[src/hdl/bba_ram.sv]
// Generic single-write, single-read RAM with registered read data.
`timescale 1ns / 1ps
module bba_ram #(
    parameter int WIDTH = 8,
    parameter int DEPTH = 256
) (
    input  logic                     clk,
    input  logic                     we,
    input  logic [$clog2(DEPTH)-1:0] waddr,
    input  logic [WIDTH-1:0]         wdata,
    input  logic [$clog2(DEPTH)-1:0] raddr,
    output logic [WIDTH-1:0]         rdata
);
    logic [WIDTH-1:0] mem [DEPTH];

    always_ff @(posedge clk)
    begin
        if (we)
        begin
            mem[waddr] <= wdata;
        end
        rdata <= mem[raddr];
    end
endmodule
[config.mk]
export PLATFORM = sky130hd
export DESIGN_NAME = bba_ram
export DESIGN_NICKNAME = d
export VERILOG_FILES = /design/src/hdl/bba_ram.sv
export SDC_FILE = /design/constraint.sdc
export NUM_CORES = 2
export LEC_CHECK = 0
export BUFFER_PORTS_ARGS = -buffer_cell sky130_fd_sc_hd__buf_2
export CAP_MARGIN = 10
export CORE_ASPECT_RATIO = 0.5
export CORE_MARGIN = 3
export CORE_UTILIZATION = 43
export CTS_BUF_LIST = sky130_fd_sc_hd__clkbuf_4 sky130_fd_sc_hd__clkbuf_8
export DETAILED_ROUTE_END_ITERATION = 8
export SLEW_MARGIN = 30
export SYNTH_ARGS = -nofsm -noshare
export SYNTH_HDL_FRONTEND = slang
export SYNTH_SLANG_ARGS = --single-unit
[constraint.sdc]
create_clock -name clk -period 6.85 [get_ports clk]
set_clock_uncertainty 0.05 [all_clocks]
set_input_delay 1.0275 -clock clk [delete_from_list [all_inputs] [get_ports clk]]
set_output_delay 1.0275 -clock clk [all_outputs]
set_load 0.01 [all_outputs]
==> metrics.cfg <==
[final_layout]
layout.nets = 3969
areaGrowthSynthToFinish_pct = 11.01
drive_above_1_share = 0.2626

[yosys]
synth.distinct_cells = 55
synth_area_leader_cell = edfxtp_1
synth_area_leaders = edfxtp_1 77%, mux4_2 13%, mux2i_1 1.7%
synthMostInstantiatedCell = edfxtp_1
synth_top_family_by_area = multiplexers
synthFlopType = edfxtp_1
syn_area_per_cell_um2 = 21.31
synthAdderAreaFrac = 0
seq_area_frac_synth = 0.7750
ys_async_sr_fraction = 0
synth_mux_area_frac = 0.1462
synth_edf_count = 2048
synth_compound_area_frac = 0.03419
postSynthCellCount = 3733
ys_ff_latch = 2056
netlist.area_leader.share = 0.7730
ys_warn_count = 0
synth-simple-area-share = 0.02628
synth_area_um2 = 79560
yosys-top-cells-count = 2,048 x edfxtp_1, 454 x mux4_2, 282 x nor2_1, 134 x mux2i_1, 133 x a22oi_1
synth_xor_area_frac = 0
synth_nets = 3759

[global_routing]
grt_util_met2 = 0.3300
grt_usage = 0.2108
overflow = 0
gr-max-usage-layer = met2
use_met1 = 0.3002
antenna_found_initial = 17
met3_usage = 0.04622
grt_max_degree = 185
grt_pass1_wl_um = 289900
first_global_vias = 39725

[critical_path]
path_delay_family = buffers and inverters
worst_path_max_delay_cell = nor2_1
start_kind = primary input
path_buf_inv = 3
arrival_ns = 4.75
max_stage_delay_ns = 0.80
end_kind = register
critPathKind = in2reg
cp_data_required_time_ns = 7.69
path_common_cell = buf_4
path_cells = buf_4 > clkinv_1 > buf_4 > nor2_1 > a22oi_1 > a31oi_1 > nor4_2 > nor4_1
path_max_fanout = 16

[routing]
drtIter0Drc = 4814
num_vias = 39227
first_pass_iters = 6
via_per_inst = 5.939
antenna_left = 0
wl_per_cell_um = 30.49
wl_um = 201400
drc = 0

[place]
place.gp.congestion = 0.8213
portBuffers = 33
dpl.hpwl_um = 118900
place_ws_ns = 1.858

[timing]
setup_violations = 0
rsz0062_at_grt = no
finalHoldWorstSlack_ns = 0.3654
fin_crit_sh = 0.5703
slew_violations = 0
hold_viol = 0
tightest_slew_ns = 1.051
fmax_ghz = 0.2560
setup_tns_ns = 0
layout_setup_ws_ns = 2.943
period_needed_ns = 3.907
slew_headroom = 0.2931

[clock_tree]
cts_tree = done
post_cts_resized = 0
cts-root-buf = clkbuf_8
clock-sinks = 2056
clk_latency_ns = 1.01
holdBufCountCts = 0
cts-buffers-inserted = 310
cts_max_level = 5
postCtsSetupRepairBufs = 0
clk_pin_slew_ns = 0.07
clockBufferDepth = 4

[power_and_ir_drop]
ir_drop_mv = 0.1490
pwr_density_cell_nw_per_um2 = 280.1
p_leak_uw = 0.02702

[status]
status = completed

[floorplanning]
die_area_um2 = 190500
core_um2 = 181800
rows = 110
io_pins = 34
start_util = 0.4376
chipWidth_um = 614.3
chipHeight_um = 310.2

[run]
maxCapViolations = 0

[worst_hold_path]
hold_path.class = in2reg

## stage by stage
| stage | total power [uW] | cells | util | area (um2) |
|---|---|---|---|---|
| CTS | 24870 | 6594 | 0.4850 | 88170 |
| detailed placement | 15420 | 6090 | 0.4539 | 82520 |
| finish | 24730 | 6605 | 0.4858 | 88320 |
| global route | 25500 | 6601 | 0.4857 | 88310 |
| global placement | 15390 | 6087 | 0.4532 | 82390 |
| floorplan | 14820 | 3733 | - | 79560 |
## layer usage
metal	up-vias	routed length (um)
li1	16112	-
met1	20935	84260
met2	1848	94830
met3	330	17570
met4	2	4722
met5	-	13
## path summary, 6_finish.rpt
kind         cells past startpoint  slack [ns]       start    endpoint
min reg2reg                      6        0.96  mem[40][3]    rdata[3]
min                              1        0.37    wdata[2]  mem[29][2]
max reg2reg                      6        4.08  mem[27][5]    rdata[5]
max                              8        2.94    raddr[2]    rdata[3]
## flip-flops by register name, summed over array words and instances, names as in the netlist
register  count
rdata         8
mem        2048
## layout by cell type (no fill, tap or decap), drive strengths merged, types with 10 or more instances in the layout
cell,n
nand2,33
nand3,34
mux2i,134
o22ai,28
edfxtp,2048
o211ai,10
a21oi,96
o21ai,12
mux4,456
a221oi,14
nor3,22
clkinv,75
o221ai,47
nor2b,31
clkbuf,425
a22oi,133
nand4,10
buf,127
nor2,282
nor4,27
a211oi,16
## power breakdown
part | leakage [uW] | switching, uW | total (uW) | internal, uW
combinational | 0.00554 | 830 | 1250 | 422
sequential | 0.0185 | 25.0 | 13900 | 13900
clock | 0.00300 | 4540 | 9590 | 5050
## logic make-up after synthesis
logic type,count (synthesis)
AOI/OAI and AO/OA,385
buffers and inverters,235
muxes,591
DFF,2056
and+or+nand+nor,466
## final cells by class
type	instances	area (um2)
clock buffer	421	5150
sequential	2056	61660
inverter	2	7.507
clock inverter	83	500.5
fill	14625	93500
tap	2464	3083
multi-input combinational	1442	16610
antenna	6	15.01
timing repair buffer	131	1287
No activity file was read; power rests on OpenSTA's default activity.
